==> src/sv/cbi_pkg.sv <==
`timescale 1ns / 1ps

package cbi_pkg;

    // Field widths of the words on the ports
    localparam int COORD_BITS     = 16;
    localparam int ROOT_FRAC_BITS = 16;
    localparam int QW             = 32;

    // Internal widths, all derived from the coordinate and fraction widths
    localparam int CW    = COORD_BITS + 4;     // A, B, C components
    localparam int KW    = 2 * CW;             // cross products a, b, c
    localparam int MW    = KW;                 // cross product magnitudes
    localparam int HW    = MW / 2;             // half of a magnitude
    localparam int DW    = 2 * MW + 4;         // discriminant magnitude
    localparam int SW    = DW / 2;             // square root
    localparam int RW    = SW + 3;             // square root remainder
    localparam int NMW   = SW + 1;             // numerator magnitude
    localparam int NSW   = NMW + 1;            // signed numerator
    localparam int NDW   = NMW + ROOT_FRAC_BITS; // scaled dividend
    localparam int DVW   = MW + 1;             // divisor 2|a|
    localparam int RDW   = MW + 2;             // divider remainder
    localparam int LANES = 3;

    localparam logic signed [QW-1:0] ROOT_MAX = {1'b0, {(QW-1){1'b1}}};
    localparam logic signed [QW-1:0] ROOT_MIN = {1'b1, {(QW-1){1'b0}}};

    typedef enum logic [1:0] {
        KIND_REAL    = 2'd0,
        KIND_COMPLEX = 2'd1,
        KIND_DEGEN   = 2'd2
    } root_kind_t;

    typedef struct packed {
        logic signed [COORD_BITS-1:0] start_x;
        logic signed [COORD_BITS-1:0] start_y;
        logic signed [COORD_BITS-1:0] ctrl1_x;
        logic signed [COORD_BITS-1:0] ctrl1_y;
        logic signed [COORD_BITS-1:0] ctrl2_x;
        logic signed [COORD_BITS-1:0] ctrl2_y;
        logic signed [COORD_BITS-1:0] end_x;
        logic signed [COORD_BITS-1:0] end_y;
    } in_word_t;

    typedef struct packed {
        logic signed [QW-1:0] root1_real;
        logic signed [QW-1:0] root1_imag;
        logic signed [QW-1:0] root2_real;
        logic signed [QW-1:0] root2_imag;
        logic [1:0]           root_kind;
    } out_word_t;

    // Word moving down the square root chain
    typedef struct packed {
        logic [RW-1:0]        rem;
        logic [SW-1:0]        root;
        logic [DW-1:0]        rad;
        logic signed [KW-1:0] kb;
        logic                 ka_neg;
        logic [MW-1:0]        ka_mag;
        root_kind_t           kind;
    } sq_word_t;

    // Word moving down the divider chain, three lanes side by side
    typedef struct packed {
        logic [LANES-1:0][NDW-1:0] num;
        logic [LANES-1:0][RDW-1:0] rem;
        logic [LANES-1:0][QW-1:0]  quo;
        logic [LANES-1:0]          ovf;
        logic [LANES-1:0]          neg;
        logic [DVW-1:0]            dv;
        root_kind_t                kind;
    } div_word_t;

    // Apply sign to a quotient magnitude and clamp to the Q16.16 range
    function automatic logic signed [QW-1:0] sat_root(
        input logic [QW-1:0] q,
        input logic          ovf,
        input logic          neg
    );
        logic signed [QW-1:0] r;
        if (neg)
        begin
            if (ovf || (q[QW-1] && (q[QW-2:0] != '0)))
                r = ROOT_MIN;
            else
                r = $signed(-q);
        end
        else
        begin
            if (ovf || q[QW-1])
                r = ROOT_MAX;
            else
                r = $signed(q);
        end
        return r;
    endfunction

endpackage

==> src/sv/cbi_seed.sv <==
`timescale 1ns / 1ps

module cbi_seed (
    input  logic               clk,
    input  logic               rst_n,
    input  logic               up_valid,
    output logic               up_ready,
    input  cbi_pkg::sq_word_t  up_word,
    output logic               down_valid,
    input  logic               down_ready,
    output cbi_pkg::div_word_t down_word
);
    import cbi_pkg::*;

    logic      v_reg;
    div_word_t word_reg, word_next;

    assign up_ready   = !v_reg || down_ready;
    assign down_valid = v_reg;
    assign down_word  = word_reg;

    // Build the three signed numerators and split them into sign and magnitude
    always_comb
    begin
        logic signed [NSW-1:0] neg_kb, s_ext;
        logic signed [NSW-1:0] n [LANES];
        logic        [NSW-1:0] m;
        neg_kb = -(NSW'(up_word.kb));
        s_ext  = $signed({{(NSW-SW){1'b0}}, up_word.root});
        if (up_word.kind == KIND_COMPLEX)
        begin
            n[0] = neg_kb;
            n[1] = s_ext;
            n[2] = -s_ext;
        end
        else
        begin
            n[0] = neg_kb + s_ext;
            n[1] = neg_kb - s_ext;
            n[2] = '0;
        end
        for (int i = 0; i < LANES; i++)
        begin
            m = n[i][NSW-1] ? $unsigned(-n[i]) : $unsigned(n[i]);
            word_next.num[i] = {m[NMW-1:0], {ROOT_FRAC_BITS{1'b0}}};
            word_next.neg[i] = n[i][NSW-1] ^ up_word.ka_neg;
        end
        word_next.rem  = '0;
        word_next.quo  = '0;
        word_next.ovf  = '0;
        word_next.dv   = {up_word.ka_mag, 1'b0};
        word_next.kind = up_word.kind;
    end

    always_ff @(posedge clk or negedge rst_n)
    begin
        if (!rst_n)
            v_reg <= 1'b0;
        else if (up_ready)
            v_reg <= up_valid;
    end

    always_ff @(posedge clk)
    begin
        if (up_ready)
            word_reg <= word_next;
    end

endmodule

==> config.mk <==
export PLATFORM = sky130hd
export DESIGN_NAME = cbi_seed
export DESIGN_NICKNAME = d
export VERILOG_FILES = /design/src/sv/cbi_pkg.sv /design/src/sv/cbi_seed.sv
export SDC_FILE = /design/constraint.sdc
export NUM_CORES = 1
export LEC_CHECK = 0
export ABC_AREA = 0
export CORE_AREA = 2 2 277 279
export CTS_BUF_LIST = sky130_fd_sc_hd__clkbuf_2 sky130_fd_sc_hd__clkbuf_4 sky130_fd_sc_hd__clkbuf_8
export CTS_CLUSTER_DIAMETER = 80
export DETAILED_ROUTE_END_ITERATION = 10
export DIE_AREA = 0 0 279 281
export DONT_BUFFER_PORTS = 1
export PLACE_DENSITY = 0.46
export SLEW_MARGIN = 0
export SYNTH_ARGS = -nofsm -noshare
export SYNTH_HDL_FRONTEND = slang
export SYNTH_SLANG_ARGS = --single-unit
==> constraint.sdc <==
create_clock -name clk -period 7.5 [get_ports clk]
set_clock_uncertainty 0.05 [all_clocks]
set_input_delay 1.125 -clock clk [delete_from_list [all_inputs] [get_ports clk]]
set_output_delay 1.125 -clock clk [all_outputs]
set_load 0.02 [all_outputs]
==> run metrics <==
gr usage total 17.7%; vias in the first global route about 16000; worst r2r path cells 3; R2R Setup Slk about 4900 ps; Slew HR a little under a third; CP Buf/Inv Count 4; WP data required ~7800 ps; GRT overflow 0; starting density of the core about a quarter; Rows around 100; Post-synth EDFFs around 170; final number of hold-violating endpoints 0; cell taking the most area after synthesis edfxtp_1; initial antenna violation count 4; Post-Syn Instances about 2300; P_leak slightly below 8 nW; die area between 0.07 and 0.08 mm^2; Layout area overhead 6.60%; WL final around 72000 um; fmax 0.144 GHz; worst hold path class input port to asynchronous set/reset pin; fraction of registers with async set/reset 0.571%; Syn Area/Cell 8.12 um^2; fin crit share between 90% and 100%; CTS hold repair buffers 0; synth cell count leaders buf_4, nor2_1, nand2_1; io pins 708; core area between 0.07 and 0.08 mm^2; Max IR drop VDD approximately 77 uV; count leader, synth buf_4; First-pass DRT Iterations 5; Critical Path Start up_word[43]; final setup TNS 0 ps; critical path type input port to flip-flop; register area share after synthesis between 20 and 30%; top cell type's share of synthesized area between 20% and 30%; CTS resizes 0; Vias/cell ~4.9; postcts setup bufs 0; Final Power ~3.7 mW; Max Transition Viols Final 0; Crit path top cell by count buf_4; crit path capture down_word[367]; RSZ-0062 raised after global routing false; Power Dens Cells between 150 and 200 mW/mm^2; Crit path depth 23; r2r startpoint down_valid; Top delay family on crit path simple AND/OR/NAND/NOR gates; wire per inst 21.3 um; first-pass GRT wire length roughly 100000 um; CP max FO 17; clk sinks about 180; Die Ht approximately 280 um; Critical R2R Capture down_word[303]; worst slew pin tran a little under 1000 ps; Critical Path Slowest Stage Cell or4_4; port bufs 0; Max-Cap Viols 0; clk root buf clkbuf_8; TritonCTS clock tree done; via count 16576; Die Width 279 um; Main synth FF type edfxtp_1; antenna viol nets, final 0; Worst-path clk slew 100 ps; final setup vio count 0; outcome finished, final reports clean; largest net degree at the start of global routing slightly below 100; number of distinct library cells after synthesis slightly below 100; #FFs+latches synth roughly 180; Hold Slack approximately 210 ps; crit path time final about 6900 ps; nets between 2000 and 3000; top post-synthesis cells by area edfxtp_1, buf_4, xnor2_1; Placer Congestion about 0.86; Synth Cell Area around 0.019 mm^2; slowest stage delay, CP ~600 ps; CTS Buf Count 17; post-DP HPWL roughly 60000 um; Yosys warning total 0; htree depth 4; clk buf depth 2; Residual DRC 0; crit end category flip-flop; CP Data Arrival Time 7230 ps; CP Launch Type input port; crit-path cells inv_1 -> ha_1 -> or4b_1 -> or4_4 -> or3_1 -> or3_1 -> xor2_1 -> ha_1 -> a21oi_1 -> nand2_1 -> a2111oi_0 -> buf_4 -> nor2_1 -> a221oi_1 -> o41ai_1 -> a221oi_1 -> o21ai_1 -> xnor2_1 -> buf_4 -> nand2_1 -> buf_4 -> a21oi_1 -> xor2_1; layout cells sized above 1 8.40%; Worst-Skew Late Latency between 500 and 600 ps; DR iter-0 viols 1066
cells by family (layout without fill, tap and decap cells):
kind of cell	after synthesis	after routing	share of synthesized area, %
and+or+nand+nor	793	793	20.7
AOI/OAI and AO/OA	555	555	18.9
buffers and inverters	479	274	14.9
xor gates and xnor gates	229	229	10.5
DFF	175	175	27.5
adders and majority gates	92	92	6.11
muxes	25	25	1.34
other	1	275	0.0196
metrics by stage:
step | cell area, um^2 | worst slack (ps) | util (%) | cells
finish | 20300 | 578 | 27.0 | 3396
global route | 20300 | 285 | 27.0 | 3396
CTS | 20300 | 633 | 27.0 | 3395
detailed placement | 19900 | 1.64 | 26.4 | 3363
global placement | 19900 | -79.6 | 26.4 | 3363
floorplan | 20100 | 566 | - | 2622
worst reg2reg max path, cell delays in order (launching register included):
cell and delay [ps]:
dfrtp_1 490, nand2b_4 360, buf_4 520, buf_4 800
cell type report:
type | instances | area [um^2]
clock buffer | 18 | 241
tap | 978 | 1220
sequential | 175 | 5250
multi-input combinational | 1968 | 12000
antenna | 1 | 2.50
fill | 8162 | 55100
inverter | 113 | 424
clock inverter | 14 | 153
timing repair buffer | 129 | 1020
registers in the layout (all words and copies together) (netlist names):
| signal | count |
|---|---|
| down_word | 174 |
| down_valid | 1 |
worst min-delay path by stage:
stage,start,endpoint,slack (ps),depth (start not counted)
finish,rst_n,down_valid,210,0
global route,rst_n,down_valid,150,0
CTS,rst_n,down_valid,120,0
detailed placement,rst_n,down_valid,780,0
global placement,rst_n,down_valid,780,0
floorplan,rst_n,down_valid,780,0
power by group:
group,switching (mW),internal (mW)
clock,0.455,0.251
sequential,0.301,1.31
combinational,0.888,0.478
total,1.64,2.04
metal layers:
layer	routed length, um	global-route usage [%]	share of wire [%]
met1	32200	22.9	45
met4	1430	4.81	2.0
met3	5620	4.98	7.8
met2	33000	28.9	46
met5	0	0	0
placed cells by master, fill, tap and decap left out, types with 81 or more instances in the layout:
cell,n
nand2_1,197
o21ai_0,126
ha_1,90
conb_1,274
buf_4,125
xnor2_1,180
nor3_1,81
nor2_1,224
a21oi_1,145
edfxtp_1,174
inv_1,112
No activity file was read; power rests on OpenSTA's default activity.
