`src/sv/cbi_pkg.sv`:
```
`timescale 1ns / 1ps

package cbi_pkg;

    // Field widths of the words on the ports
    localparam int COORD_BITS     = 16;
    localparam int ROOT_FRAC_BITS = 16;
    localparam int QW             = 32;

    // Internal widths, all derived from the coordinate and fraction widths
    localparam int CW    = COORD_BITS + 4;     // A, B, C components
    localparam int KW    = 2 * CW;             // cross products a, b, c
    localparam int MW    = KW;                 // cross product magnitudes
    localparam int HW    = MW / 2;             // half of a magnitude
    localparam int DW    = 2 * MW + 4;         // discriminant magnitude
    localparam int SW    = DW / 2;             // square root
    localparam int RW    = SW + 3;             // square root remainder
    localparam int NMW   = SW + 1;             // numerator magnitude
    localparam int NSW   = NMW + 1;            // signed numerator
    localparam int NDW   = NMW + ROOT_FRAC_BITS; // scaled dividend
    localparam int DVW   = MW + 1;             // divisor 2|a|
    localparam int RDW   = MW + 2;             // divider remainder
    localparam int LANES = 3;

    localparam logic signed [QW-1:0] ROOT_MAX = {1'b0, {(QW-1){1'b1}}};
    localparam logic signed [QW-1:0] ROOT_MIN = {1'b1, {(QW-1){1'b0}}};

    typedef enum logic [1:0] {
        KIND_REAL    = 2'd0,
        KIND_COMPLEX = 2'd1,
        KIND_DEGEN   = 2'd2
    } root_kind_t;

    typedef struct packed {
        logic signed [COORD_BITS-1:0] start_x;
        logic signed [COORD_BITS-1:0] start_y;
        logic signed [COORD_BITS-1:0] ctrl1_x;
        logic signed [COORD_BITS-1:0] ctrl1_y;
        logic signed [COORD_BITS-1:0] ctrl2_x;
        logic signed [COORD_BITS-1:0] ctrl2_y;
        logic signed [COORD_BITS-1:0] end_x;
        logic signed [COORD_BITS-1:0] end_y;
    } in_word_t;

    typedef struct packed {
        logic signed [QW-1:0] root1_real;
        logic signed [QW-1:0] root1_imag;
        logic signed [QW-1:0] root2_real;
        logic signed [QW-1:0] root2_imag;
        logic [1:0]           root_kind;
    } out_word_t;

    // Word moving down the square root chain
    typedef struct packed {
        logic [RW-1:0]        rem;
        logic [SW-1:0]        root;
        logic [DW-1:0]        rad;
        logic signed [KW-1:0] kb;
        logic                 ka_neg;
        logic [MW-1:0]        ka_mag;
        root_kind_t           kind;
    } sq_word_t;

    // Word moving down the divider chain, three lanes side by side
    typedef struct packed {
        logic [LANES-1:0][NDW-1:0] num;
        logic [LANES-1:0][RDW-1:0] rem;
        logic [LANES-1:0][QW-1:0]  quo;
        logic [LANES-1:0]          ovf;
        logic [LANES-1:0]          neg;
        logic [DVW-1:0]            dv;
        root_kind_t                kind;
    } div_word_t;

    // Apply sign to a quotient magnitude and clamp to the Q16.16 range
    function automatic logic signed [QW-1:0] sat_root(
        input logic [QW-1:0] q,
        input logic          ovf,
        input logic          neg
    );
        logic signed [QW-1:0] r;
        if (neg)
        begin
            if (ovf || (q[QW-1] && (q[QW-2:0] != '0)))
                r = ROOT_MIN;
            else
                r = $signed(-q);
        end
        else
        begin
            if (ovf || q[QW-1])
                r = ROOT_MAX;
            else
                r = $signed(q);
        end
        return r;
    endfunction

endpackage

```
`src/sv/cbi_sqrt_cell.sv`:
```
`timescale 1ns / 1ps

module cbi_sqrt_cell (
    input  logic              clk,
    input  logic              rst_n,
    input  logic              up_valid,
    output logic              up_ready,
    input  cbi_pkg::sq_word_t up_word,
    output logic              down_valid,
    input  logic              down_ready,
    output cbi_pkg::sq_word_t down_word
);
    import cbi_pkg::*;

    logic     v_reg;
    sq_word_t word_reg, word_next;

    assign up_ready   = !v_reg || down_ready;
    assign down_valid = v_reg;
    assign down_word  = word_reg;

    // Settle one root bit from the next two radicand bits
    always_comb
    begin
        logic [RW-1:0] rem_sh, trial;
        rem_sh = {up_word.rem[RW-3:0], up_word.rad[DW-1:DW-2]};
        trial  = RW'({up_word.root, 2'b01});
        word_next     = up_word;
        word_next.rad = up_word.rad << 2;
        if (rem_sh >= trial)
        begin
            word_next.rem  = rem_sh - trial;
            word_next.root = {up_word.root[SW-2:0], 1'b1};
        end
        else
        begin
            word_next.rem  = rem_sh;
            word_next.root = {up_word.root[SW-2:0], 1'b0};
        end
    end

    always_ff @(posedge clk or negedge rst_n)
    begin
        if (!rst_n)
            v_reg <= 1'b0;
        else if (up_ready)
            v_reg <= up_valid;
    end

    always_ff @(posedge clk)
    begin
        if (up_ready)
            word_reg <= word_next;
    end

endmodule

```
`config.mk`:
```
export PLATFORM = sky130hd
export DESIGN_NAME = cbi_sqrt_cell
export DESIGN_NICKNAME = d
export VERILOG_FILES = /design/src/sv/cbi_pkg.sv /design/src/sv/cbi_sqrt_cell.sv
export SDC_FILE = /design/constraint.sdc
export NUM_CORES = 1
export LEC_CHECK = 0
export BUFFER_PORTS_ARGS = -buffer_cell sky130_fd_sc_hd__buf_2
export CAP_MARGIN = 20
export CORE_AREA = 2 2 200 202
export CTS_BUF_LIST = sky130_fd_sc_hd__clkbuf_4 sky130_fd_sc_hd__clkbuf_8
export DETAILED_ROUTE_END_ITERATION = 12
export DIE_AREA = 0 0 202 204
export SLEW_MARGIN = 40
export SYNTH_ARGS = -nofsm -noshare
export SYNTH_HDL_FRONTEND = slang
export SYNTH_SLANG_ARGS = --single-unit
export TNS_END_PERCENT = 1
```
`constraint.sdc`:
```
create_clock -name clk -period 8.1 [get_ports clk]
set_clock_uncertainty 0.15 [all_clocks]
set_input_delay 0.81 -clock clk [delete_from_list [all_inputs] [get_ports clk]]
set_output_delay 0.81 -clock clk [all_outputs]
set_load 0.05 [all_outputs]
```
==> results.toml <==
[status]
status = "completed"

[route]
via_per_inst = 4.548
firstDrtPassIters = 5
antenna_left = 0
drt-wirelength-per-cell_um = 21.25
num_vias = 8495
drt_iter0_markers = 509
wirelength_mm = 39.70
remaining_drc_errors = 0

[global_routing]
overflow = 0
grt_max_degree = 79
grt_usage_pct = 18.58
grt_pass1_vias = 8438
grt_pass1_wl_mm = 55.10
antenna_found_initial = 19

[setup_path]
critical_path_class = "primary input to flip-flop"
cp-start-kind = "primary input"
crit_arrival_ns = 4.15
slowest_stage = "buf_4"
rr_startpoint = "down_valid$_DFFE_PN0P_"
r2r_end = "down_word[107]$_DFFE_PP_"
cp_slowest_stage_delay_ns = 0.54
r2r_slack_ns = 5.51
worst_setup_path_end_kind = "flip-flop"
critical_path.max_fanout = 57
required_ns = 8.29
path_cells = "buf_2 -> inv_1 -> ha_1 -> a21oi_1 -> o21ai_0 -> nand2b_1 -> or3_1 -> o21a_1 -> a31o_2 -> a41oi_4 -> buf_4 -> mux2_1"
path_delay_family = "compound AO/OA/AOI/OAI gates"
rr_worst_depth = 3
timing.critical_path.buf_inv = 3

[clock_network]
clkTransAtPathRegs_ns = 0.06
cts.htree.levels = 2
clk_latency_ns = 0.59
cts_root_buffer = "clkbuf_8"
numCtsBuffers = 44
cts_sinks = 253
clk_path_buf_depth = 3
cts_tree = "built"
cts_setup_buffers = 0

[power]
p_leak_nw = 6.495
p_int_w = 0.002476
p_sw_w = 0.001261
comb_power_share_pct = 24.8
cellPowerDensity_nw_per_um2 = 251.6
p_seq_share_pct = 43.3
p_sw_share_pct = 33.73
p_clk_share_pct = 31.8
ir_drop_uv = 181.4

[cells_and_area]
area_delta_synth_final_pct = 37.29
nNetsFinal = 1611
final_common_cell = "buf_2"
final_cell_mix = "buf_2 (509), edfxtp_1 (252), nand2_1 (78)"
nFillCells = 3864
drive_above_1_share_pct = 44.25
instances_no_fill = 1868

[timing]
max_freq_mhz = 252.8
finalSetupTns_ns = 0
drv_slew = 0
setup_viol = 0
relSlewSlack_pct = 46.81
min_period_over_period_pct = 48.84
whs_ns = 0.2212
hold_viol = 0
timing.final.crit_period_ns = 3.956
rsz0062_at_grt = "false"
worst_pin_slew_ns = 0.7979

[floorplanning]
initial_utilization_pct = 27.60
pin_count = 514
core-area_um2 = 39180
rows = 73
die_area_um2 = 41210
die_w_um = 202
die_y_um = 204

[place]
place_congestion = 0.8510
io_buffer_count = 509
place_inst = 1786
place_hpwl_mm = 32.34

[worst_hold_path]
holdCritPathClass = "primary input to flip-flop"
hp-start = "up_word[39]"
holdPathStages = 1
min_delay_worst_endpoint = "down_word[39]$_DFFE_PP_"

[yosys]
synth_enable_flop_cells = 252
yosysSeqAreaShare_pct = 70.19
synth_seq_cells = 253
netlist_instances = 773
synth_area_um2 = 10820
ys_async_sr_fraction_pct = 0.3953
synth_area_per_cell_um2 = 13.99
synth.distinct_cells = 52
synthFlopType = "edfxtp_1"
synth-warning-count = 0

[flow_run]
cap_violations = 0
[kinds of logic after synthesis]
| family | after synthesis | synth area share, % |
|---|---|---|
| AOI/OAI and AO/OA | 197 | 11.24 |
| xor gates and xnor gates | 41 | 3.320 |
| adders and majority gates | 44 | 5.090 |
| buffers and inverters | 81 | 3.123 |
| DFF | 253 | 70.19 |
| muxes | 4 | 0.4164 |
| other | 1 | 0.03467 |
| and+or+nand+nor | 152 | 6.582 |
[cells in the mapped netlist (all sizes together) (2+ instances only)]
master  count  area share, %
edfxtp    252             70
nand2      78            2.7
o21ai      76            3.5
inv        54            1.9
a21oi      48            2.3
ha         44            5.1
xnor2      29            2.3
nor2       19           0.66
clkbuf     18           0.64
a21o       17            1.2
nand4      14           0.81
xor2       12           0.97
buf         9           0.61
nand2b      9           0.52
o21a        9           0.62
a211oi      8           0.56
nor2b       7           0.40
nor3        7           0.32
o21bai      6           0.42
a31oi       5           0.29
and4        5           0.40
a211o       4           0.32
mux2        4           0.42
o211ai      4           0.28
a41oi       3           0.42
nand3       3           0.14
o31ai       3           0.21
o41ai       3           0.24
and2        2           0.12
and3        2           0.12
nor4        2           0.12
o21ba       2           0.19
o221ai      2           0.16
or4         2           0.14
[power by group through the flow]
stage                     Sequential, W  Clock [W]  Combinational [W]
after floorplan                 0.00207          0           0.000241
after CTS                       0.00162    0.00123           0.000933
after global routing            0.00163    0.00128           0.000985
after global placement          0.00165          0           0.000926
after detailed placement        0.00165          0           0.000931
final                           0.00162    0.00119           0.000928
[worst max path at each step]
| stage | slack [ns] | cells past startpoint | end | startpoint |
|---|---|---|---|---|
| floorplan | 2.97 | 1 | up_ready | down_ready |
| finish | 4.14 | 12 | down_word[219]$_DFFE_PP_ | up_word[189] |
| global route | 3.92 | 13 | down_word[253]$_DFFE_PP_ | up_word[189] |
| detailed placement | 3.01 | 12 | down_word[233]$_DFFE_PP_ | up_word[189] |
| global placement | 3.03 | 12 | down_word[219]$_DFFE_PP_ | up_word[189] |
| CTS | 3.66 | 12 | down_word[219]$_DFFE_PP_ | up_word[189] |
[registers in the layout (all words and copies together) (netlist names)]
| register | count |
|---|---|
| down_word | 252 |
| down_valid | 1 |
[worst register-to-register path, cell delays in order (launching register included)]
cell	delay [ns]
dfrtp_1	0.41
nand2b_4	0.34
buf_6	0.52
buf_4	0.76
[what timing repair did]
| action | in CTS | in global routing |
|---|---|---|
| gates resized for setup | 0 | 0 |
| hold buffers | 1 | 0 |
| endpoints found under the hold margin | 1 | 0 |
[metal layers]
layer,vias up,routed length [um],GRT usage [%]
met1,4061,14590,20.30
met4,0,1222,7.327
met2,381,20900,33.76
met3,84,2984,5.501
met5,-,0,0
li1,3969,-,-
[stage by stage]
stage | utilization [%] | area, um2 | total power, W | setup WS, ns
after detailed placement | 35.57 | 13940 | 0.002578 | 3.008
after floorplan | - | 10820 | 0.002313 | 2.967
after CTS | 37.83 | 14820 | 0.003789 | 3.658
after global placement | 35.56 | 13930 | 0.002571 | 3.028
after global routing | 37.89 | 14850 | 0.003896 | 3.919
final | 37.90 | 14850 | 0.003737 | 4.144
[cell type report]
type / count / area [um2] / share of cell area, %
multi-input cells: 440 / 2898 / 19.51
flip-flops and latches: 253 / 7592 / 51.12
clock buffers: 60 / 744.5 / 5.013
inverters: 54 / 202.7 / 1.365
diodes: 5 / 12.51 / 0.08425
clock inverters: 15 / 130.1 / 0.8762
well taps: 525 / 656.9 / 4.423
repair buffers: 516 / 2614 / 17.60
(Power assumes the default switching activity.)
