**src/sv/cbi_pkg.sv**
```systemverilog
`timescale 1ns / 1ps

package cbi_pkg;

    // Field widths of the words on the ports
    localparam int COORD_BITS     = 16;
    localparam int ROOT_FRAC_BITS = 16;
    localparam int QW             = 32;

    // Internal widths, all derived from the coordinate and fraction widths
    localparam int CW    = COORD_BITS + 4;     // A, B, C components
    localparam int KW    = 2 * CW;             // cross products a, b, c
    localparam int MW    = KW;                 // cross product magnitudes
    localparam int HW    = MW / 2;             // half of a magnitude
    localparam int DW    = 2 * MW + 4;         // discriminant magnitude
    localparam int SW    = DW / 2;             // square root
    localparam int RW    = SW + 3;             // square root remainder
    localparam int NMW   = SW + 1;             // numerator magnitude
    localparam int NSW   = NMW + 1;            // signed numerator
    localparam int NDW   = NMW + ROOT_FRAC_BITS; // scaled dividend
    localparam int DVW   = MW + 1;             // divisor 2|a|
    localparam int RDW   = MW + 2;             // divider remainder
    localparam int LANES = 3;

    localparam logic signed [QW-1:0] ROOT_MAX = {1'b0, {(QW-1){1'b1}}};
    localparam logic signed [QW-1:0] ROOT_MIN = {1'b1, {(QW-1){1'b0}}};

    typedef enum logic [1:0] {
        KIND_REAL    = 2'd0,
        KIND_COMPLEX = 2'd1,
        KIND_DEGEN   = 2'd2
    } root_kind_t;

    typedef struct packed {
        logic signed [COORD_BITS-1:0] start_x;
        logic signed [COORD_BITS-1:0] start_y;
        logic signed [COORD_BITS-1:0] ctrl1_x;
        logic signed [COORD_BITS-1:0] ctrl1_y;
        logic signed [COORD_BITS-1:0] ctrl2_x;
        logic signed [COORD_BITS-1:0] ctrl2_y;
        logic signed [COORD_BITS-1:0] end_x;
        logic signed [COORD_BITS-1:0] end_y;
    } in_word_t;

    typedef struct packed {
        logic signed [QW-1:0] root1_real;
        logic signed [QW-1:0] root1_imag;
        logic signed [QW-1:0] root2_real;
        logic signed [QW-1:0] root2_imag;
        logic [1:0]           root_kind;
    } out_word_t;

    // Word moving down the square root chain
    typedef struct packed {
        logic [RW-1:0]        rem;
        logic [SW-1:0]        root;
        logic [DW-1:0]        rad;
        logic signed [KW-1:0] kb;
        logic                 ka_neg;
        logic [MW-1:0]        ka_mag;
        root_kind_t           kind;
    } sq_word_t;

    // Word moving down the divider chain, three lanes side by side
    typedef struct packed {
        logic [LANES-1:0][NDW-1:0] num;
        logic [LANES-1:0][RDW-1:0] rem;
        logic [LANES-1:0][QW-1:0]  quo;
        logic [LANES-1:0]          ovf;
        logic [LANES-1:0]          neg;
        logic [DVW-1:0]            dv;
        root_kind_t                kind;
    } div_word_t;

    // Apply sign to a quotient magnitude and clamp to the Q16.16 range
    function automatic logic signed [QW-1:0] sat_root(
        input logic [QW-1:0] q,
        input logic          ovf,
        input logic          neg
    );
        logic signed [QW-1:0] r;
        if (neg)
        begin
            if (ovf || (q[QW-1] && (q[QW-2:0] != '0)))
                r = ROOT_MIN;
            else
                r = $signed(-q);
        end
        else
        begin
            if (ovf || q[QW-1])
                r = ROOT_MAX;
            else
                r = $signed(q);
        end
        return r;
    endfunction

endpackage

```
**src/sv/cbi_div_cell.sv**
```systemverilog
`timescale 1ns / 1ps

module cbi_div_cell (
    input  logic               clk,
    input  logic               rst_n,
    input  logic               up_valid,
    output logic               up_ready,
    input  cbi_pkg::div_word_t up_word,
    output logic               down_valid,
    input  logic               down_ready,
    output cbi_pkg::div_word_t down_word
);
    import cbi_pkg::*;

    logic      v_reg;
    div_word_t word_reg, word_next;

    assign up_ready   = !v_reg || down_ready;
    assign down_valid = v_reg;
    assign down_word  = word_reg;

    // Settle one quotient bit in each lane; remember bits past the top
    always_comb
    begin
        logic [RDW-1:0] rem_sh, dv_ext;
        logic           ge;
        word_next = up_word;
        dv_ext    = RDW'(up_word.dv);
        for (int i = 0; i < LANES; i++)
        begin
            rem_sh = {up_word.rem[i][RDW-2:0], up_word.num[i][NDW-1]};
            ge     = rem_sh >= dv_ext;
            word_next.rem[i] = ge ? rem_sh - dv_ext : rem_sh;
            word_next.quo[i] = {up_word.quo[i][QW-2:0], ge};
            word_next.ovf[i] = up_word.ovf[i] | up_word.quo[i][QW-1];
            word_next.num[i] = up_word.num[i] << 1;
        end
    end

    always_ff @(posedge clk or negedge rst_n)
    begin
        if (!rst_n)
            v_reg <= 1'b0;
        else if (up_ready)
            v_reg <= up_valid;
    end

    always_ff @(posedge clk)
    begin
        if (up_ready)
            word_reg <= word_next;
    end

endmodule

```
**config.mk**
```make
export PLATFORM = sky130hd
export DESIGN_NAME = cbi_div_cell
export DESIGN_NICKNAME = d
export VERILOG_FILES = /design/src/sv/cbi_pkg.sv /design/src/sv/cbi_div_cell.sv
export SDC_FILE = /design/constraint.sdc
export NUM_CORES = 1
export LEC_CHECK = 0
export BUFFER_PORTS_ARGS = -buffer_cell sky130_fd_sc_hd__buf_2
export CORE_AREA = 8 8 340 342
export DETAILED_ROUTE_END_ITERATION = 12
export DIE_AREA = 0 0 348 350
export GPL_TIMING_DRIVEN = 0
export PLACE_DENSITY_LB_ADDON = 0.1
export SLEW_MARGIN = 20
export SYNTH_ARGS = -nofsm -noshare
export SYNTH_HDL_FRONTEND = slang
export SYNTH_SLANG_ARGS = --single-unit
```
**constraint.sdc**
```tcl
create_clock -name clk -period 12.8 [get_ports clk]
set_input_delay 1.28 -clock clk [delete_from_list [all_inputs] [get_ports clk]]
set_output_delay 1.28 -clock clk [all_outputs]
set_load 0.02 [all_outputs]
```
==> results of run 1 <==
==> registers in the layout (all words and copies together), names as in the netlist <==
signal and cells:
down_valid 1, down_word 445
==> cell families after synthesis <==
family	after synthesis	synth area share, %
simple gates	361	7.64
mux	50	3.20
other cells	1	0.0173
compound gates	445	13.2
fa+ha+maj	126	7.37
xor+xnor	114	4.60
flops	446	61.7
buf+inv	107	2.30
==> how the worst max path moves through the flow <==
stage | startpoint | endpoint | depth (start not counted)
after global routing | up_word[2] | down_word[214] | 14
after CTS | up_word[3] | down_word[214] | 13
after detailed placement | up_word[3] | down_word[214] | 13
after global placement | down_ready | up_ready | 3
final | up_word[2] | down_word[214] | 14
after floorplan | down_ready | up_ready | 1
==> per-stage QoR <==
step                worst slack, ps  instance area [um2]  hold WS [ps]  total power, W
floorplan                      4610                21700           984         0.00250
global placement                519                28100          1060         0.00297
detailed placement             7160                28300          1060         0.00294
CTS                            7880                30200           320         0.00469
global route                   7700                30200           340         0.00481
finish                         7920                30300           390         0.00459
==> layer usage <==
metal,vias up,track usage [%],part of all wire (%)
met2,795,34.0,52
met1,8716,18.1,35
met5,-,0,0.19
met3,290,8.28,10
met4,36,3.38,2.7
li1,8222,-,-
==> layout make-up <==
cell class	count	area (um2)	area share (%)
flip-flops and latches	446	13400	44.2
multi-input cells	1099	7840	25.9
repair buffers	904	4700	15.5
well taps	1488	1860	6.15
clock buffers	73	1530	5.05
clock inverters	33	415	1.37
plain buffers	43	259	0.855
inverters	64	240	0.793
diodes	22	55.1	0.182
==> synthesized netlist by cell type, types with 13 or more instances <==
cell type and n:
edfxtp_1 445, nand2_1 153, ha_1 123, a21oi_1 121
o21ai_0 97, nor2_1 79, inv_1 63, xnor2_1 58
a21o_1 57, xor2_1 56, mux2_4 36, nand4_1 27
o21ai_1 27, o21bai_1 19, a31oi_1 18, nand2b_1 17
nand3_1 17, nor3_1 17, clkbuf_1 15, o21a_1 13
==> power groups by stage <==
| stage | clock network [W] | registers, W | logic, W |
|---|---|---|---|
| 2_1_floorplan | 0 | 0.00208 | 0.000416 |
| 3_3_place_gp | 0 | 0.00190 | 0.00107 |
| 3_5_place_dp | 0 | 0.00187 | 0.00108 |
| 4_1_cts | 0.00177 | 0.00184 | 0.00108 |
| 5_1_grt | 0.00181 | 0.00185 | 0.00115 |
| 6_report | 0.00169 | 0.00183 | 0.00106 |
==> summary.txt, run 1 <==
Run status
  • Outcome: finished clean

Critical path
  • Biggest cell delay along the critical path: 410 ps
  • Setup slack, reg-to-reg: 10220 ps
  • FF-to-FF path depth: 5
  • Crit path buf inv count: 3
  • CP arrival: 5260 ps
  • Worst reg2reg path endpoint: down_word[374]
  • Reg-to-reg critical path startpoint: down_valid
  • CP Cell Sequence: buf_2, ha_1, inv_1, fa_1, a21o_1, a311o_1, a31oi_2, a211oi_1, nor4_1, or2_1, o21bai_2, a21oi_4, clkbuf_1, o21ai_0
  • CP top delay family: compound AO/OA/AOI/OAI gates
  • Setup CP Type: input port to flip-flop
  • Crit-path slowest cell: fa_1
  • Worst Setup End Kind: flip-flop
  • CP Max Fanout: 10
  • Crit start category: input port
  • Worst EP required: 13170 ps

Yosys
  • Synth Warn #: 0
  • EDFF count, synth: 445
  • Post-Syn Area per Cell: 13.2 um2
  • Dominant cell type by area after synthesis: edfxtp_1
  • Async S/R FF share, synth: 0.224%
  • Top cell type's share of synthesized area: 61.6%
  • Post-Syn Area: 21700 um2
  • Sequential area share after synthesis: 61.7%
  • Top FF cell, synth: edfxtp_1
  • Top post-synthesis cells by area: edfxtp_1 (62%), ha_1 (7.1%), a21oi_1 (2.8%)
  • Distinct cell type count after synthesis: 82
  • FF+latch count, synth: 446
  • Synth Instances: 1650

Final layout
  • Commonest cells after routing, fill and taps aside: buf_2 (904), edfxtp_1 (445), nand2_1 (153)
  • Most common cell after layout, fill and taps aside: buf_2
  • Final net count: 3194
  • Ratio of cells with drive above 1 in the final layout: 41.1%
  • Fillers: 11.6k
  • Area grow syn2layout: 39.6%
  • Layout Utilization: 27.5%
  • Non-Filler Instances: 4172

Clocking
  • Reg clk slew, reported paths: 60 ps
  • Root buf cell: clkbuf_16
  • CTS Sinks: 446
  • Clock buffer depth: 3
  • Htree depth: 2
  • Total CTS buffers: 58
  • Worst skew pair latency: 650 ps
  • CTS hold repair buffers: 0
  • Post_cts resized: 0
  • CTS tree: yes
  • Setup Fix Bufs, Post-CTS: 0

Placement
  • Placed Cells: 4044
  • PortBufs: 895
  • DP HPWL: 99400 um
  • Gpl congestion: 0.906

STA
  • Max Slew Vio Count: 0
  • Slew at the pin closest to its max-slew limit: 901 ps
  • Clock Skew: 14.2 ps
  • Fmax: 205 MHz
  • Final setup vio count: 0
  • RSZ-0062 raised after global routing: no
  • Final Hold Viols: 0
  • Relative slew margins: 39.6%
  • Sum Neg Setup Slack: 0 ps
  • Fin crit period: 4880 ps
  • Final period util: 38.2%

Routing
  • Wirelength, routed: 115000 um
  • Vias: 18.1k
  • Routed WL per cell: 27.6 um
  • Initial DRC count: 936
  • Detail Route Antenna Nets: 0
  • # DRC: 0
  • DR vias/cell: 4.33
  • DRT Pass-1 Iters: 5

Floorplan
  • # IOs: 902
  • Die Ht: 350 um
  • Core Area: 110000 um2
  • Die area: 122000 um2
  • Std-Cell Rows: 122
  • Die width: 348 um
  • Initial Util: 19.7%

Power and ir drop
  • Sw Pwr: 0.00142 W
  • P_leak: 13.1 nW
  • Flop pwr share: 40.0%
  • Power Dens Cells: 151 nW/um2
  • Internal power: 0.00317 W
  • Switching share of power: 30.9%
  • Power share of the clock group: 36.9%
  • Peak supply drop: 0.100 mV
  • Comb pwr share: 23.1%

GRT
  • Initial antenna violation count: 127
  • Total congestion overflow: 0
  • Global-route usage over all layers: 18.0%
  • Vias in the first global route: 18.7k
  • Pin count of the biggest net entering global routing: 58
  • First-pass GRT wire length: 154000 um

Run
  • Max-cap violations: 0

Min path
  • Hold Crit Class: input port to async pin
Power figures use the tool's default switching activity.
==> run 2: changes to the inputs <==
Settings changed: ABC_AREA set to 1, CORE_AREA 8 8 340 342 to 8 8 345 347, DIE_AREA 0 0 348 350 to 0 0 353 355.
Clock period 12.8 ns to 4.1 ns, I/O delays scaled along.
==> summary.txt, run 2 <==
STA
  • Fmax: 308 MHz
  • Fin crit period: 3250 ps
  • RSZ-0062 raised after global routing: no
  • Clock Skew: 25.4 ps
  • Final setup vio count: 0
  • Slew at the pin closest to its max-slew limit: 808 ps
  • Relative slew margins: 46.1%
  • Max Slew Vio Count: 0
  • Final period util: 79.3%
  • Sum Neg Setup Slack: 0 ps
  • Final hold slack: 62.6 ps
  • Final Hold Viols: 0

GRT
  • Initial antenna violation count: 67
  • First-pass GRT wire length: 194000 um
  • Vias in the first global route: 25.1k
  • Global-route usage over all layers: 21.7%
  • Pin count of the biggest net entering global routing: 84
  • Total congestion overflow: 0

Yosys
  • Top post-synthesis cells by count: nand2_1 (1201), inv_1 (461), edfxtp_1 (445)
  • Top cell type's share of synthesized area: 53.1%
  • Post-Syn Area per Cell: 8.49 um2
  • Distinct cell type count after synthesis: 32
  • Post-Syn Area: 25200 um2
  • Synth Instances: 2966
  • Sequential area share after synthesis: 53.2%
  • EDFF count, synth: 445
  • Async S/R FF share, synth: 0.224%
  • Count leader, synth: nand2_1
  • Synth Warn #: 0
  • Dominant cell type by area after synthesis: edfxtp_1
  • Top FF cell, synth: edfxtp_1
  • Top post-synthesis cells by area: edfxtp_1 (53%), nand2_1 (18%), inv_1 (6.9%)
  • FF+latch count, synth: 446

Routing
  • Routed WL per cell: 24.4 um
  • # DRC: 0
  • DRT Pass-1 Iters: 5
  • Wirelength, routed: 143000 um
  • Detail Route Antenna Nets: 0
  • Initial DRC count: 1785
  • Vias: 24.8k
  • DR vias/cell: 4.23

Clocking
  • Root buf cell: clkbuf_16
  • Worst skew pair latency: 640 ps
  • Post_cts resized: 0
  • Htree depth: 2
  • CTS Sinks: 446
  • Total CTS buffers: 57
  • CTS tree: yes
  • Setup Fix Bufs, Post-CTS: 0
  • Reg clk slew, reported paths: 60 ps
  • Clock buffer depth: 3

Power and ir drop
  • Switching share of power: 33.3%
  • Power share of the clock group: 35.1%
  • P_leak: 18.3 nW
  • Power Dens Cells: 403 nW/um2
  • Comb pwr share: 26.6%
  • Sw Pwr: 0.00498 W
  • Flop pwr share: 38.3%
  • Peak supply drop: 0.275 mV
  • Internal power: 0.00998 W

Final layout
  • Layout Utilization: 32.7%
  • Most common cell after layout, fill and taps aside: nand2_1
  • Max reg flops: 445
  • Area grow syn2layout: 47.5%
  • Fillers: 12.3k
  • Commonest cells after routing, fill and taps aside: nand2_1 (1200), buf_2 (895), inv_1 (461)
  • Final net count: 4843
  • Ratio of cells with drive above 1 in the final layout: 24.5%

Critical path
  • CP arrival: 3610 ps
  • Biggest cell delay along the critical path: 550 ps
  • Crit start category: input port
  • CP Cell Sequence: dlygate4sd3_1, buf_2, inv_1, ha_1, nand2_1, inv_1, nand2_1, nand2_1, inv_1, nand3_2, nand2_1, nand3_1, nand2_2, nand2_8, o21ai_0
  • Worst EP required: 4460 ps
  • Crit-path slowest cell: dlygate4sd3_1
  • Setup slack, reg-to-reg: 1450 ps
  • Cell mode on critical path: nand2_1
  • CP top delay family: buffers and inverters
  • Setup CP Type: input port to flip-flop
  • CP Max Fanout: 8
  • Crit path buf inv count: 5
  • Worst Setup End Kind: flip-flop

Floorplan
  • Die area: 125000 um2
  • # IOs: 902
  • Std-Cell Rows: 124
  • Die width: 353 um
  • Die Ht: 355 um
  • Core Area: 114000 um2
  • Initial Util: 22.2%

Min path
  • Hold Crit Class: input port to flip-flop

Placement
  • PortBufs: 895
  • DP HPWL: 121000 um
  • Gpl congestion: 0.915

Run
  • Max-cap violations: 0

Run status
  • Outcome: finished clean
## run 2: cell types whose count changed after synthesis, moves of 57 or more
| cell | change |
|---|---|
| nor2_1 | +178 |
| xnor2_1 | -58 |
| nand3_1 | +127 |
| a21o_1 | -57 |
| o21ai_0 | -65 |
| inv_1 | +398 |
| nand2_1 | +1048 |
## run 2: per-layer routing
metal	track usage (%)	vias up	wire (um)
met3	7.65	185	12500
li1	-	12100	-
met5	0	-	94
met1	25.6	11600	57500
met4	6.44	14	3520
met2	37.2	828	69500
## run 2: layout make-up
class	instances	area (um2)	area share (%)
Sequential cell	446	13400	36.1
Multi-Input combinational cell	2029	9780	26.3
Timing Repair Buffer	1238	8020	21.6
Tap cell	1512	1890	5.10
Inverter	466	1760	4.73
Clock buffer	66	1480	3.99
Clock inverter	42	455	1.23
Buffer	27	270	0.728
Antenna cell	36	90.1	0.243
## run 2: cells by family (layout without fill, tap and decap cells)
family	Yosys count	in the layout	share of synthesized area, %
AOI/OAI and AO/OA	146	146	3.11
xor gates and xnor gates	66	66	2.30
adders and majority gates	126	126	6.35
buffers and inverters	493	1839	8.05
DFF	446	446	53.2
other	1	39	0.0149
and+or+nand+nor	1688	1688	27.0
## run 2: repair_timing
item	CTS	global route
endpoints found under the setup margin	0	0
endpoints found under the hold margin	336	0
hold buffers	337	0
## run 2: worst paths after layout
path / to / from / depth (start not counted)
max: down_word[145] / up_word[11] / 15
min: down_word[194] / up_word[193] / 3
max reg2reg: down_word[267] / down_valid / 5
min reg2reg: down_word[355] / down_valid / 1
max in group asynchronous: down_valid / rst_n / 2
min in group asynchronous: down_valid / rst_n / 2
## run 2: power groups by stage
stage	logic (W)	registers, W	clock network [W]
final	0.00398	0.00572	0.00525
after detailed placement	0.00371	0.00581	0
after floorplan	0.00145	0.00643	0
after global placement	0.00369	0.00587	0
after CTS	0.00403	0.00573	0.00544
after global routing	0.00434	0.00577	0.00558
## run 2: stage by stage
stage                     setup slack [ps]  total power [W]  cells  area [um2]
after floorplan                       99.8          0.00788   2968       25200
after global placement               -2150          0.00957   5375       31600
final                                  849           0.0150   5862       37100
after detailed placement               725          0.00952   5381       31700
after CTS                              861           0.0152   5826       37000
after global routing                   701           0.0157   5845       37100
## run 2: worst reg2reg max path, cell delays in order, from the launching register on
cell and delay [ps]:
dfrtp_1 440, nand2_8 140, buf_16 390, buf_16 360, buf_16 400, buf_16 450
